`config.mk`:
```
export PLATFORM = sky130hd
export DESIGN_NAME = alarm_input_debouncer_event_queue
export DESIGN_NICKNAME = d
export VERILOG_FILES = /design/src/rtl/core/aidq_pkg.sv /design/src/rtl/core/alarm_input_debouncer_event_queue.sv /design/src/rtl/core/aidq_ctrl.sv /design/src/rtl/core/aidq_dp.sv
export SDC_FILE = /design/constraint.sdc
export NUM_CORES = 2
export LEC_CHECK = 0
export BUFFER_PORTS_ARGS = -buffer_cell sky130_fd_sc_hd__buf_2
export CAP_MARGIN = 20
export CORE_MARGIN = 2
export CORE_UTILIZATION = 50
export CTS_CLUSTER_SIZE = 28
export DETAILED_ROUTE_END_ITERATION = 8
export PLACE_DENSITY = 0.69
export SLEW_MARGIN = 20
export SYNTH_ARGS = -nofsm -noshare
export SYNTH_HDL_FRONTEND = slang
export SYNTH_SLANG_ARGS = --single-unit
```
`constraint.sdc`:
```
create_clock -name clk_i -period 7.4 [get_ports clk_i]
set_clock_uncertainty 0.05 [all_clocks]
set_input_delay 1.11 -clock clk_i [delete_from_list [all_inputs] [get_ports clk_i]]
set_output_delay 1.11 -clock clk_i [all_outputs]
set_load 0.005 [all_outputs]
```
`src/rtl/core/aidq_pkg.sv`:
```
`default_nettype none
// ----------------------------------------------------------------------------
// aidq_pkg
// Shared types and constants of the alarm input debouncer with event queue:
// request payloads, configuration register indexes, controller commands.
// ----------------------------------------------------------------------------
package aidq_pkg;

  // field widths of the request and result payloads
  localparam int PIN_W  = 14;
  localparam int GAS_W  = 7;
  localparam int CODE_W = 7;

  // configuration port
  localparam int CFG_IDX_W  = 2;
  localparam int CFG_DATA_W = 16;

  typedef enum logic [CFG_IDX_W-1:0] {
    CFG_ALARM_THRESHOLD = 2'd0,
    CFG_COUNT_CEILING   = 2'd1,
    CFG_KEY_THRESHOLD   = 2'd2,
    CFG_DRAIN_PERIOD    = 2'd3
  } cfg_idx_e;

  // register reset values
  localparam logic [7:0]  ALARM_THRESHOLD_RST = 8'd100;
  localparam logic [7:0]  COUNT_CEILING_RST   = 8'd200;
  localparam logic [7:0]  KEY_THRESHOLD_RST   = 8'd5;
  localparam logic [15:0] DRAIN_PERIOD_RST    = 16'd1000;

  // event code offset of a cleared alarm
  localparam logic [CODE_W-1:0] CLEAR_OFFSET = 7'd100;

  typedef logic [CODE_W-1:0] code_t;

  // channel index as carried between controller and datapath (up to 14 channels)
  typedef logic [3:0] ch_idx_t;

  typedef struct packed {
    logic [PIN_W-1:0] alarm_pins;
    logic             key_pin;
  } in_t;

  typedef struct packed {
    logic [GAS_W-1:0]  normal_lamps;
    logic [GAS_W-1:0]  over_lamps;
    logic [GAS_W-1:0]  under_lamps;
    logic              beep_on;
    logic              muted;
    logic [PIN_W-1:0]  qualified_status;
    logic              message_valid;
    logic [CODE_W-1:0] message_code;
    logic              queue_overflow;
  } out_t;

  // controller to datapath commands
  typedef struct packed {
    logic    tick;      // run drain, key, debounce and lamps on the accepted request
    logic    enq;       // check one channel for a status change and queue it
    ch_idx_t ch;        // channel under check
    logic    load_out;  // capture the result into the output register
  } cmd_t;

endpackage
`default_nettype wire

```
`src/rtl/core/alarm_input_debouncer_event_queue.sv`:
```
`default_nettype none
// ----------------------------------------------------------------------------
// alarm_input_debouncer_event_queue
// Debounces alarm pins and a mute key per tick, drives gas lamps and buzzer,
// and queues status-change event codes that drain one per drain period.
//
//   channel | direction | handshake                 | payload
//   --------+-----------+---------------------------+-----------------------
//   in      | into      | in_valid_i / in_stall_o   | in_data_i  (in_t)
//   out     | out of    | out_valid_o / out_stall_i | out_data_o (out_t)
//   cfg     | into      | cfg_we_i                  | cfg_index_i, cfg_wdata_i
//
// A request runs the tick update, then the event queue scan one channel at a
// time (one queue write port), and then the load of the result register.
// A held result stalls only the load; the next request is taken once loaded.
// Reset is asynchronous, active low, and leaves the queue empty.
// ----------------------------------------------------------------------------
module alarm_input_debouncer_event_queue #(
  parameter int CHANNELS    = 14,
  parameter int QUEUE_DEPTH = 64
) (
  input  wire logic                            clk_i,
  input  wire logic                            rst_ni,
  input  wire logic                            cfg_we_i,
  input  wire logic [aidq_pkg::CFG_IDX_W-1:0]  cfg_index_i,
  input  wire logic [aidq_pkg::CFG_DATA_W-1:0] cfg_wdata_i,
  input  wire logic                            in_valid_i,
  output logic                                 in_stall_o,
  input  wire aidq_pkg::in_t                   in_data_i,
  output logic                                 out_valid_o,
  input  wire logic                            out_stall_i,
  output aidq_pkg::out_t                       out_data_o
);

  aidq_pkg::cmd_t cmd;

  // sequencer
  aidq_ctrl #(
    .CHANNELS (CHANNELS)
  ) u_ctrl (
    .clk_i       (clk_i),
    .rst_ni      (rst_ni),
    .in_valid_i  (in_valid_i),
    .in_stall_o  (in_stall_o),
    .out_valid_o (out_valid_o),
    .out_stall_i (out_stall_i),
    .cmd_o       (cmd)
  );

  // datapath
  aidq_dp #(
    .CHANNELS    (CHANNELS),
    .QUEUE_DEPTH (QUEUE_DEPTH)
  ) u_dp (
    .clk_i       (clk_i),
    .rst_ni      (rst_ni),
    .cfg_we_i    (cfg_we_i),
    .cfg_index_i (cfg_index_i),
    .cfg_wdata_i (cfg_wdata_i),
    .in_data_i   (in_data_i),
    .cmd_i       (cmd),
    .out_data_o  (out_data_o)
  );

endmodule
`default_nettype wire

```
`src/rtl/core/aidq_ctrl.sv`:
```
`default_nettype none
// ----------------------------------------------------------------------------
// aidq_ctrl
// Sequencer: takes a request, steps the channel scan that queues status
// changes, then loads the result register and hands back the input side.
// ----------------------------------------------------------------------------
module aidq_ctrl #(
  parameter int CHANNELS = 14
) (
  input  wire logic          clk_i,
  input  wire logic          rst_ni,
  input  wire logic          in_valid_i,
  output logic               in_stall_o,
  output logic               out_valid_o,
  input  wire logic          out_stall_i,
  output aidq_pkg::cmd_t     cmd_o
);

  localparam int CHW = (CHANNELS > 1) ? $clog2(CHANNELS) : 1;

  typedef enum logic [1:0] {
    ST_IDLE,
    ST_ENQ,
    ST_LOAD
  } state_e;

  state_e         state_q;
  logic [CHW-1:0] ch_q;
  logic           out_valid_q;
  logic           out_free;

  assign out_free    = !out_valid_q || !out_stall_i;
  assign in_stall_o  = (state_q != ST_IDLE);
  assign out_valid_o = out_valid_q;

  // commands decoded from the state
  always_comb begin
    cmd_o          = '0;
    cmd_o.tick     = (state_q == ST_IDLE) && in_valid_i;
    cmd_o.enq      = (state_q == ST_ENQ);
    cmd_o.ch       = aidq_pkg::ch_idx_t'(ch_q);
    cmd_o.load_out = (state_q == ST_LOAD) && out_free;
  end

  // state, scan counter and result valid
  always_ff @(posedge clk_i or negedge rst_ni) begin
    if (!rst_ni) begin
      state_q     <= ST_IDLE;
      ch_q        <= '0;
      out_valid_q <= 1'b0;
    end else begin
      if (out_valid_q && !out_stall_i) begin
        out_valid_q <= 1'b0;
      end
      unique case (state_q)
        ST_IDLE: begin
          if (in_valid_i) begin
            ch_q    <= '0;
            state_q <= ST_ENQ;
          end
        end
        ST_ENQ: begin
          if (ch_q == CHW'(CHANNELS - 1)) begin
            state_q <= ST_LOAD;
          end else begin
            ch_q <= ch_q + CHW'(1);
          end
        end
        ST_LOAD: begin
          if (out_free) begin
            out_valid_q <= 1'b1;
            state_q     <= ST_IDLE;
          end
        end
        default: state_q <= ST_IDLE;
      endcase
    end
  end

`ifndef NO_ASSERTIONS
  // scan always starts at channel zero
  assert property (@(posedge clk_i) disable iff (!rst_ni)
    cmd_o.tick |=> (cmd_o.enq && ch_q == '0))
    else $error("aidq_ctrl: scan did not start at channel zero");

  // a request reaches the result stage after exactly one pass over the channels
  assert property (@(posedge clk_i) disable iff (!rst_ni)
    cmd_o.tick |-> ##(CHANNELS + 1) (state_q == ST_LOAD))
    else $error("aidq_ctrl: channel scan length wrong");

  // loading the result always raises valid
  assert property (@(posedge clk_i) disable iff (!rst_ni)
    cmd_o.load_out |=> out_valid_q)
    else $error("aidq_ctrl: result loaded but not presented");
`endif

endmodule
`default_nettype wire

```
`src/rtl/core/aidq_dp.sv`:
```
`default_nettype none
// ----------------------------------------------------------------------------
// aidq_dp
// Datapath: configuration registers, per-channel run counters and status,
// mute key debounce, lamp latches, drain counter, event queue memory and
// the result register.
// ----------------------------------------------------------------------------
module aidq_dp #(
  parameter int CHANNELS    = 14,
  parameter int QUEUE_DEPTH = 64
) (
  input  wire logic                                clk_i,
  input  wire logic                                rst_ni,
  input  wire logic                                cfg_we_i,
  input  wire logic [aidq_pkg::CFG_IDX_W-1:0]      cfg_index_i,
  input  wire logic [aidq_pkg::CFG_DATA_W-1:0]     cfg_wdata_i,
  input  wire aidq_pkg::in_t                       in_data_i,
  input  wire aidq_pkg::cmd_t                      cmd_i,
  output aidq_pkg::out_t                           out_data_o
);

  localparam int CHW = (CHANNELS > 1) ? $clog2(CHANNELS) : 1;
  localparam int NG  = CHANNELS / 2;
  localparam int LW  = 2 * NG;
  localparam int AW  = $clog2(QUEUE_DEPTH);
  localparam int FW  = $clog2(QUEUE_DEPTH + 1);

  // configuration
  logic [7:0]  athr_q, ceil_q, kthr_q;
  logic [15:0] period_q;

  // channel state
  logic [7:0]          hi_cnt_q [CHANNELS];
  logic [7:0]          lo_cnt_q [CHANNELS];
  logic [7:0]          hi_cnt_d [CHANNELS];
  logic [7:0]          lo_cnt_d [CHANNELS];
  logic [CHANNELS-1:0] status_q, status_d, reported_q;

  // key, lamps, drain
  logic [7:0]    key_cnt_q, key_cnt_d;
  logic          key_lock_q, key_lock_d;
  logic          mute_q, mute_d;
  logic [LW-1:0] latch_q, latch_d;
  logic [NG-1:0] normal_q, normal_d;
  logic          any_alarm_q, any_alarm_d;
  logic [15:0]   dc_q, dc_inc;
  logic          drain_fire, pop;

  // event queue
  aidq_pkg::code_t mem [QUEUE_DEPTH];
  aidq_pkg::code_t rd_q, code_w;
  logic [AW-1:0]   head_q, tail_q;
  logic [FW-1:0]   fill_q;
  logic            msg_valid_q, ovf_q;
  logic            chg, full;
  logic [CHW-1:0]  ch;

  aidq_pkg::out_t  out_q, out_d;

  function automatic logic [7:0] run_adv(input logic [7:0] cnt, input logic [7:0] ceil);
    logic [7:0] c;
    c = (cnt > ceil) ? ceil : cnt;
    if (c != 8'hFF) begin
      c = c + 8'd1;
    end
    return c;
  endfunction

  function automatic logic [AW-1:0] ptr_inc(input logic [AW-1:0] p);
    return (p == AW'(QUEUE_DEPTH - 1)) ? '0 : p + AW'(1);
  endfunction

  // debounce of every channel, one independent counter pair each
  always_comb begin
    status_d    = status_q;
    any_alarm_d = 1'b0;
    for (int i = 0; i < CHANNELS; i++) begin
      if (in_data_i.alarm_pins[i]) begin
        lo_cnt_d[i] = '0;
        hi_cnt_d[i] = run_adv(hi_cnt_q[i], ceil_q);
        if (hi_cnt_d[i] > athr_q) begin
          status_d[i] = 1'b0;
        end
      end else begin
        hi_cnt_d[i] = '0;
        lo_cnt_d[i] = run_adv(lo_cnt_q[i], ceil_q);
        if (lo_cnt_d[i] > athr_q) begin
          status_d[i] = 1'b1;
        end
        any_alarm_d = 1'b1;
      end
    end
  end

  // mute key with press lock
  always_comb begin
    key_cnt_d  = key_cnt_q;
    key_lock_d = key_lock_q;
    mute_d     = mute_q;
    if (in_data_i.key_pin) begin
      key_lock_d = 1'b0;
      key_cnt_d  = '0;
    end else if (!key_lock_q) begin
      key_cnt_d = (key_cnt_q != 8'hFF) ? key_cnt_q + 8'd1 : key_cnt_q;
      if (key_cnt_d > kthr_q) begin
        key_cnt_d  = '0;
        key_lock_d = 1'b1;
        mute_d     = !mute_q;
      end
    end
  end

  // lamps per gas, over and under latched until the gas is normal
  always_comb begin
    latch_d  = latch_q;
    normal_d = '0;
    for (int g = 0; g < NG; g++) begin
      if (in_data_i.alarm_pins[2*g] && in_data_i.alarm_pins[2*g+1]) begin
        normal_d[g]     = 1'b1;
        latch_d[2*g]    = 1'b0;
        latch_d[2*g+1]  = 1'b0;
      end else begin
        if (!in_data_i.alarm_pins[2*g]) begin
          latch_d[2*g] = 1'b1;
        end
        if (!in_data_i.alarm_pins[2*g+1]) begin
          latch_d[2*g+1] = 1'b1;
        end
      end
    end
  end

  // drain timing and queue status
  assign dc_inc     = dc_q + 16'd1;
  assign drain_fire = dc_inc > period_q;
  assign pop        = cmd_i.tick && drain_fire && (fill_q != '0);
  assign full       = (fill_q == FW'(QUEUE_DEPTH));
  assign ch         = cmd_i.ch[CHW-1:0];
  assign chg        = status_q[ch] != reported_q[ch];
  assign code_w     = status_q[ch] ? aidq_pkg::code_t'(cmd_i.ch)
                                   : aidq_pkg::code_t'(cmd_i.ch) + aidq_pkg::CLEAR_OFFSET;

  // configuration writes
  always_ff @(posedge clk_i or negedge rst_ni) begin
    if (!rst_ni) begin
      athr_q   <= aidq_pkg::ALARM_THRESHOLD_RST;
      ceil_q   <= aidq_pkg::COUNT_CEILING_RST;
      kthr_q   <= aidq_pkg::KEY_THRESHOLD_RST;
      period_q <= aidq_pkg::DRAIN_PERIOD_RST;
    end else if (cfg_we_i) begin
      unique case (aidq_pkg::cfg_idx_e'(cfg_index_i))
        aidq_pkg::CFG_ALARM_THRESHOLD: athr_q   <= cfg_wdata_i[7:0];
        aidq_pkg::CFG_COUNT_CEILING:   ceil_q   <= cfg_wdata_i[7:0];
        aidq_pkg::CFG_KEY_THRESHOLD:   kthr_q   <= cfg_wdata_i[7:0];
        aidq_pkg::CFG_DRAIN_PERIOD:    period_q <= cfg_wdata_i[15:0];
        default: ;
      endcase
    end
  end

  // tick update and one channel of the queue scan per cycle
  always_ff @(posedge clk_i or negedge rst_ni) begin
    if (!rst_ni) begin
      for (int i = 0; i < CHANNELS; i++) begin
        hi_cnt_q[i] <= '0;
        lo_cnt_q[i] <= '0;
      end
      status_q    <= '0;
      reported_q  <= '0;
      key_cnt_q   <= '0;
      key_lock_q  <= 1'b0;
      mute_q      <= 1'b0;
      latch_q     <= '0;
      normal_q    <= '0;
      any_alarm_q <= 1'b0;
      dc_q        <= '0;
      head_q      <= '0;
      tail_q      <= '0;
      fill_q      <= '0;
      msg_valid_q <= 1'b0;
      ovf_q       <= 1'b0;
    end else if (cmd_i.tick) begin
      hi_cnt_q    <= hi_cnt_d;
      lo_cnt_q    <= lo_cnt_d;
      status_q    <= status_d;
      key_cnt_q   <= key_cnt_d;
      key_lock_q  <= key_lock_d;
      mute_q      <= mute_d;
      latch_q     <= latch_d;
      normal_q    <= normal_d;
      any_alarm_q <= any_alarm_d;
      dc_q        <= drain_fire ? '0 : dc_inc;
      msg_valid_q <= pop;
      ovf_q       <= 1'b0;
      if (pop) begin
        head_q <= ptr_inc(head_q);
        fill_q <= fill_q - FW'(1);
      end
    end else if (cmd_i.enq && chg) begin
      reported_q[ch] <= status_q[ch];
      if (!full) begin
        tail_q <= ptr_inc(tail_q);
        fill_q <= fill_q + FW'(1);
      end else begin
        ovf_q <= 1'b1;
      end
    end
  end

  // queue memory, registered read on a drain
  always_ff @(posedge clk_i) begin
    if (cmd_i.enq && chg && !full) begin
      mem[tail_q] <= code_w;
    end
    if (pop) begin
      rd_q <= mem[head_q];
    end
  end

  // result assembly
  always_comb begin
    out_d                  = '0;
    out_d.normal_lamps     = '0;
    out_d.over_lamps       = '0;
    out_d.under_lamps      = '0;
    out_d.qualified_status = '0;
    out_d.normal_lamps[NG-1:0]             = normal_q;
    for (int g = 0; g < NG; g++) begin
      out_d.over_lamps[g]  = latch_q[2*g];
      out_d.under_lamps[g] = latch_q[2*g+1];
    end
    out_d.qualified_status[CHANNELS-1:0]   = status_q;
    out_d.beep_on        = any_alarm_q && !mute_q;
    out_d.muted          = mute_q;
    out_d.message_valid  = msg_valid_q;
    out_d.message_code   = msg_valid_q ? rd_q : '0;
    out_d.queue_overflow = ovf_q;
  end

  // result register
  always_ff @(posedge clk_i) begin
    if (cmd_i.load_out) begin
      out_q <= out_d;
    end
  end

  assign out_data_o = out_q;

`ifndef NO_ASSERTIONS
  // fill never goes past the queue depth
  assert property (@(posedge clk_i) disable iff (!rst_ni)
    fill_q <= FW'(QUEUE_DEPTH))
    else $error("aidq_dp: queue fill beyond depth");

  // a change seen on a full queue is flagged as dropped
  assert property (@(posedge clk_i) disable iff (!rst_ni)
    (cmd_i.enq && chg && full) |=> (ovf_q && full))
    else $error("aidq_dp: dropped event not flagged");

  // a drain removes exactly one entry and marks the message
  assert property (@(posedge clk_i) disable iff (!rst_ni)
    pop |=> (msg_valid_q && fill_q == $past(fill_q) - FW'(1)))
    else $error("aidq_dp: drain did not pop one entry");
`endif

endmodule
`default_nettype wire
```
; ---- After elaboration in Yosys (flattened, before gate mapping)
; Memory sizes are Yosys's and may differ from the RTL's. A register that Yosys moved wholly into a read port is not among the register bits.
; Cells that the tools add are included.
[totals]
reg_bits = 414
inputBits = 38
ram_bits = 448
n_memories = 1
elab_cells = 575
out_inout_bits = 48
[memory_table]
columns = memory, words, width, read_ports, rd_clocked_by_memory_dff, wr, line
row1 = u_dp.mem, 64, 7, 1, 1, 1, aidq_dp.sv:50  ; aidq_pkg::code_t mem [QUEUE_DEPTH];
[op_classes]
magnitude_cmp = 60
eq_ne = 74
bitwise = 4
n_mux = 233
n_reduce_logical = 83
n_addsub = 36
[op_table]
columns = cell, count
row1 = 8-bit two-way mux, 116
row2 = 8-bit greater-than comparator, 57
row3 = 8-bit by 1-bit adder with 8-bit output (second input constant), 29
row4 = 8-bit != test (second input constant), 29
row5 = 1-bit two-way mux, 91
row6 = 2-bit by 1-bit != test with 1-bit output (second input constant), 30
row7 = 3-bit AND reduction, 18
row8 = 2-bit AND reduction, 22
row9 = 2-bit nonzero test, 18
row10 = 7-bit two-way mux, 5
row11 = 2-bit two-way mux, 10
row12 = 16-bit by 1-bit adder with 16-bit output (second input constant), 1
row13 = 16-bit greater-than comparator, 1
row14 = 1-bit logical AND, 16
row15 = 16-bit two-way mux, 1
row16 = 14-bit bitwise mux, 1
row17 = 6-bit by 1-bit adder with 6-bit output (second input constant), 2
row18 = 6-bit == test (second input constant), 2
row19 = 6-bit two-way mux, 2
row20 = 2-bit != test (second input constant), 5
row21 = 1-bit binary-select mux with 4-bit select, 2
row22 = 4-bit two-way mux, 2
row23 = 4-bit case mux with 2 select lines, 1
row24 = 5-bit by 6-bit adder with 7-bit output (second input constant), 1
row25 = other kinds (18), 28

; ---- Depth between registers and ports, before layout
[logic_depth]
ltp_word = 14
depth_mapped = 28
mapped_depth_nobuf = 25

; ---- By module
; A second synthesis with hierarchy kept.
[hier_totals]
hier_cells = 4798
area_unflattened_um2 = 51652.0
[modules_own_cells]
columns = mod, area_each_um2, seq_area_each_um2, cells_each, n_inst
row1 = aidq_dp, 51247.9, 22113.7, 4755, 1
row2 = aidq_ctrl, 404.1, 175.2, 43, 1

; ---- Least setup slack after synthesis
; OpenSTA, ideal clock, no wires.
[synth_timing]
path_type = register -> register
startpoint = reg u_dp.ceil_q[4]
endpoint = reg u_dp.status_q[7]
n_path_buf = 6
path_stages_with_launch = 28
t_arrival_ns = 5.625
period_less_slack_ns = 5.753
required_time_ns = 7.273
setup_time_ns = 0.077
setup_slack_ns = 1.647
path_cell_list = dfrtp_1 clkbuf_1 inv_1 clkbuf_1 buf_1 ha_1 a21o_1 a21o_1 a21oi_1 a21oi_1 clkbuf_1 clkbuf_1 mux2_2 ha_1 clkbuf_1 nand2_1 nor2_1 nand3_1 or3_1 o211a_1 ha_1 nor2b_1 o21a_1 o21ai_0 nand2b_1 a21oi_1 o21ai_0 a21oi_1
[synth_between]
elab_chain_len = 8
elab_cells_between_ends = 17
classes_between = add/sub (2) / order compare (4) / eq/ne (3) / mux (6) / reduce/logical (2)
[synth_lines]
columns = element, line
row1 = "start, declared", aidq_dp.sv:29  ; logic [7:0] athr_q, ceil_q, kthr_q;
row2 = "start signal, assigned", aidq_dp.sv:147  ; ceil_q <= aidq_pkg::COUNT_CEILING_RST;
row3 = "start signal, assigned", aidq_dp.sv:153  ; aidq_pkg::CFG_COUNT_CEILING: ceil_q <= cfg_wdata_i[7:0];
row4 = 8-bit greater-than comparator, aidq_dp.sv:62  ; c = (cnt > ceil) ? ceil : cnt;
row5 = 8-bit two-way mux, aidq_dp.sv:62
row6 = 8-bit by 1-bit adder with 8-bit output / 8-bit != test (equally long branches), "aidq_dp.sv:64, aidq_dp.sv:63"
row7 = 8-bit two-way mux, aidq_dp.sv:63  ; if (c != 8'hFF) begin
row8 = 8-bit two-way mux, aidq_dp.sv:78  ; if (in_data_i.alarm_pins[i]) begin
row9 = "8-bit greater-than comparator, on equally long branches", "aidq_dp.sv:81, aidq_dp.sv:87"
row10 = 2-bit by 1-bit != test with 1-bit output (no source line) / 2-bit nonzero test (equally long branches), -
row11 = 3-bit AND reduction (no source line) (*), -
row12 = "end signal, assigned", aidq_dp.sv:185  ; status_q <= status_d;
row13 = "end, declared", aidq_dp.sv:37  ; logic [CHANNELS-1:0] status_q, status_d, reported_q;
; Every way passes the cells marked *; elsewhere a longest branch is shown, timed or not. The select of a mux whose other input is x is not followed.
; A chain may end at the register's enable or synchronous reset.

; ---- Worst setup path after layout
[layout_timing]
startpoint = reg u_dp.ceil_q[1]
endpoint = reg u_dp.status_q[11]
; The elaborated chain is that of the path after synthesis.

==> flow_summary.json <==
{
  "status": "finished clean",
  "rr_endpoint": "u_dp.status_q[11]",
  "layout-drive-gt1-share_pct": 13.0,
  "power_frac_comb_pct": 50.6,
  "die-area_sq_mm": 0.108,
  "sequentialPowerShare_pct": 30.1,
  "dr.pass1.iters": 6,
  "ys_seq_area_share_pct": 42.4,
  "clkSinkCount": 803,
  "r2r_slack_ps": 1080,
  "worstPathRequired_ps": 7940,
  "cp-start-kind": "flip-flop",
  "r2r-start": "u_dp.ceil_q[1]",
  "core_sq_mm": 0.104,
  "path_clk_slew_ps": 70,
  "ys_seq_elements": 803,
  "routed_wl_mm": 160,
  "grt_pass1_wl_mm": 244,
  "overflow": 0,
  "ir_drop_mv": 0.345,
  "crit_type": "flip-flop to flip-flop",
  "yosysWarnings": 0,
  "routabilityCongestion": 0.952,
  "p_int_w": 0.0137,
  "regArea_sq_mm": 0.0223,
  "drc_errors": 0,
  "cts_tree": "done",
  "holdWs_ps": 335,
  "end_kind": "flip-flop",
  "maxSlewViolCount": 0,
  "hold_viol_final": 0,
  "grt.total_usage_pct": 29.4,
  "grt_pass1_vias": 40200,
  "cts-root-buf": "clkbuf_16",
  "syn_area_per_cell_sq_um": 10.5,
  "setup_viol": 0,
  "place_area_sq_mm": 0.0547,
  "cts_made_buffers": 90,
  "dp_hpwl_mm": 105,
  "synth_area_leaders": "edfxtp_1, dfrtp_1, ha_1, mux4_2, a21oi_1",
  "cts-resized-gates": 0,
  "grt_max_degree": 138,
  "slowest_delay_ps": 810,
  "grt_antenna_before_repair": 7,
  "syn_to_final_growth_pct": 9.90,
  "min_period_over_period_pct": 85.4,
  "vias": 42100,
  "slowest_stage": "dfrtp_1",
  "netlist_area_sq_mm": 0.0526,
  "clk_latency_ps": 720,
  "synth_ff_type": "edfxtp_1",
  "detail-route-antenna-nets": 0,
  "p_leak_nw": 23.9,
  "switching_share_pct": 43.3,
  "grt_busiest_layer": "met2",
  "fin_crit_ps": 6320,
  "cts_hold_buf": 0,
  "ios": 86,
  "port_buffers": 85,
  "fillerInstances": 8867,
  "viasPerCell": 6.47,
  "final_cell_mix": "ha_1, edfxtp_1, nand2_1",
  "num_rows": 118,
  "tns_ps": 0,
  "h-tree-depth": 3,
  "pwr-share-clk_pct": 19.3,
  "rr_worst_depth": 22,
  "crit_fanout": 15,
  "critPathBufInv": 2,
  "max_freq_mhz": 158,
  "place_ws_ps": 1130,
  "yosysTopAreaCell": "edfxtp_1",
  "fin_nets": 5607,
  "multiInputGateArea_sq_mm": 0.0290,
  "routedWlPerCell_microns": 24.6,
  "fp.dieH_microns": 328,
  "switching_power_w": 0.0105,
  "critical-path-top-delay-family": "simple AND/OR/NAND/NOR gates",
  "fin_area_sq_mm": 0.0578,
  "crit_arrival_ps": 6860,
  "tightest_slew_ps": 1230,
  "synthDistinctLibCells": 88,
  "rsz0062_at_grt": "no",
  "yosys.area.top_type_share_pct": 24.8,
  "post_cts_buffers": 0,
  "synth_edf_count": 435,
  "hold_path.class": "primary input to async pin",
  "power.density_mw_per_mm2": 419,
  "grt_use_met3_pct": 5.02,
  "die_x_microns": 328,
  "synthCells": 5006,
  "clock_path_buffers": 3,
  "syn_nets": 5562,
  "slew_headroom_pct": 17.3,
  "drtIter0Drc": 4885,
  "cap_violations": 0,
  "met2_usage_pct": 47.5,
  "crit_chain": "inv_2, ha_1, nor2b_1, o211ai_1, a211oi_1, nor2_1, inv_1, o21ai_0, ha_1, nand3_1, nor3_1, nor2_1, mux2_2, ha_1, nor2b_1, o21a_1, o21ai_0, nand2b_1, a21oi_1, o21ai_0, a31oi_1, nor2_1",
  "initial_utilization_pct": 50.6,
  "final_common_cell": "ha_1",
  "grtUsageMet1_pct": 38.6,
  "worst_slack_ps": 1080,
  "async_flop_share_pct": 45.8
}
sequential cells by signal (all words and copies together) (netlist names), 14 cells and up:
name / count
u_dp.dc_q: 16
u_dp.latch_q: 14
u_dp.reported_q: 14
u_dp.mem: 384
u_dp.status_q: 14
u_dp.lo_cnt_q: 112
u_dp.out_data_o: 45
u_dp.hi_cnt_q: 112
u_dp.period_q: 16
worst max path at each step:
stage,startpoint,endpoint,slack (ps),cells after the start
2_1_floorplan,u_dp.ceil_q[4],u_dp.status_q[7],1650,27
3_3_place_gp,u_dp.ceil_q[7],u_dp.status_q[11],1230,22
3_5_place_dp,u_dp.ceil_q[7],u_dp.status_q[11],1130,22
4_1_cts,u_dp.ceil_q[7],u_dp.status_q[11],1170,22
5_1_grt,u_dp.ceil_q[7],u_dp.status_q[11],650,22
6_report,u_dp.ceil_q[1],u_dp.status_q[11],1080,22
area by class of cell:
type	count	area share, %
tap	1380	2.99
clock inverter	53	1.09
sequential	803	38.6
timing repair buffer	176	2.01
antenna	1	0.00433
inverter	145	0.948
multi-input combinational	3835	50.1
clock buffer	117	4.24
cell usage after synthesis (71+ instances only):
| library cell | count |
|---|---|
| ha_1 | 517 |
| edfxtp_1 | 435 |
| nand2_1 | 433 |
| nor2_1 | 385 |
| a21oi_1 | 383 |
| dfrtp_1 | 354 |
| o21ai_0 | 296 |
| nand3_1 | 179 |
| clkbuf_1 | 171 |
| inv_1 | 141 |
| a22o_1 | 137 |
| mux4_2 | 130 |
| mux2i_1 | 129 |
| nand4_1 | 118 |
| mux2_2 | 117 |
| xnor2_1 | 104 |
| a21o_1 | 73 |
| and3_1 | 73 |
| nor2b_1 | 71 |
per-stage QoR:
step	total power, W	std cells	util, %
finish	0.0242	6510	55.6
global route	0.0261	6509	55.6
CTS	0.0241	6508	55.6
detailed placement	0.0193	6338	52.6
global placement	0.0189	6338	52.6
floorplan	0.0159	5006	-
power by group through the flow:
stage               clock network (W)  logic, W  registers [W]
finish                        0.00468    0.0123        0.00730
detailed placement                  0    0.0120        0.00732
CTS                           0.00475    0.0121        0.00725
global route                  0.00492    0.0137        0.00739
global placement                    0    0.0116        0.00731
floorplan                           0   0.00899        0.00692
cell families after synthesis:
logic type,share of synthesized area [%]
xor+xnor,2.66
buf+inv,2.75
flops,42.4
compound gates,15.4
mux,10.8
fa+ha+maj,12.3
simple gates,13.7
worst register-to-register path, delay by kind of cell, from the launching register on:
family | cells | cell delay [ps]
fa+ha+maj | 3 | 1140
simple gates | 8 | 1750
mux | 1 | 330
buf+inv | 2 | 680
flops | 1 | 810
compound gates | 8 | 1460
routing by layer:
metal | part of all wire, % | wire length (microns)
met1 | 40 | 64600
met2 | 46 | 74100
met3 | 8.2 | 13100
met4 | 5.1 | 8220
met5 | 0.030 | 48
No activity file was read; power rests on OpenSTA's default activity.
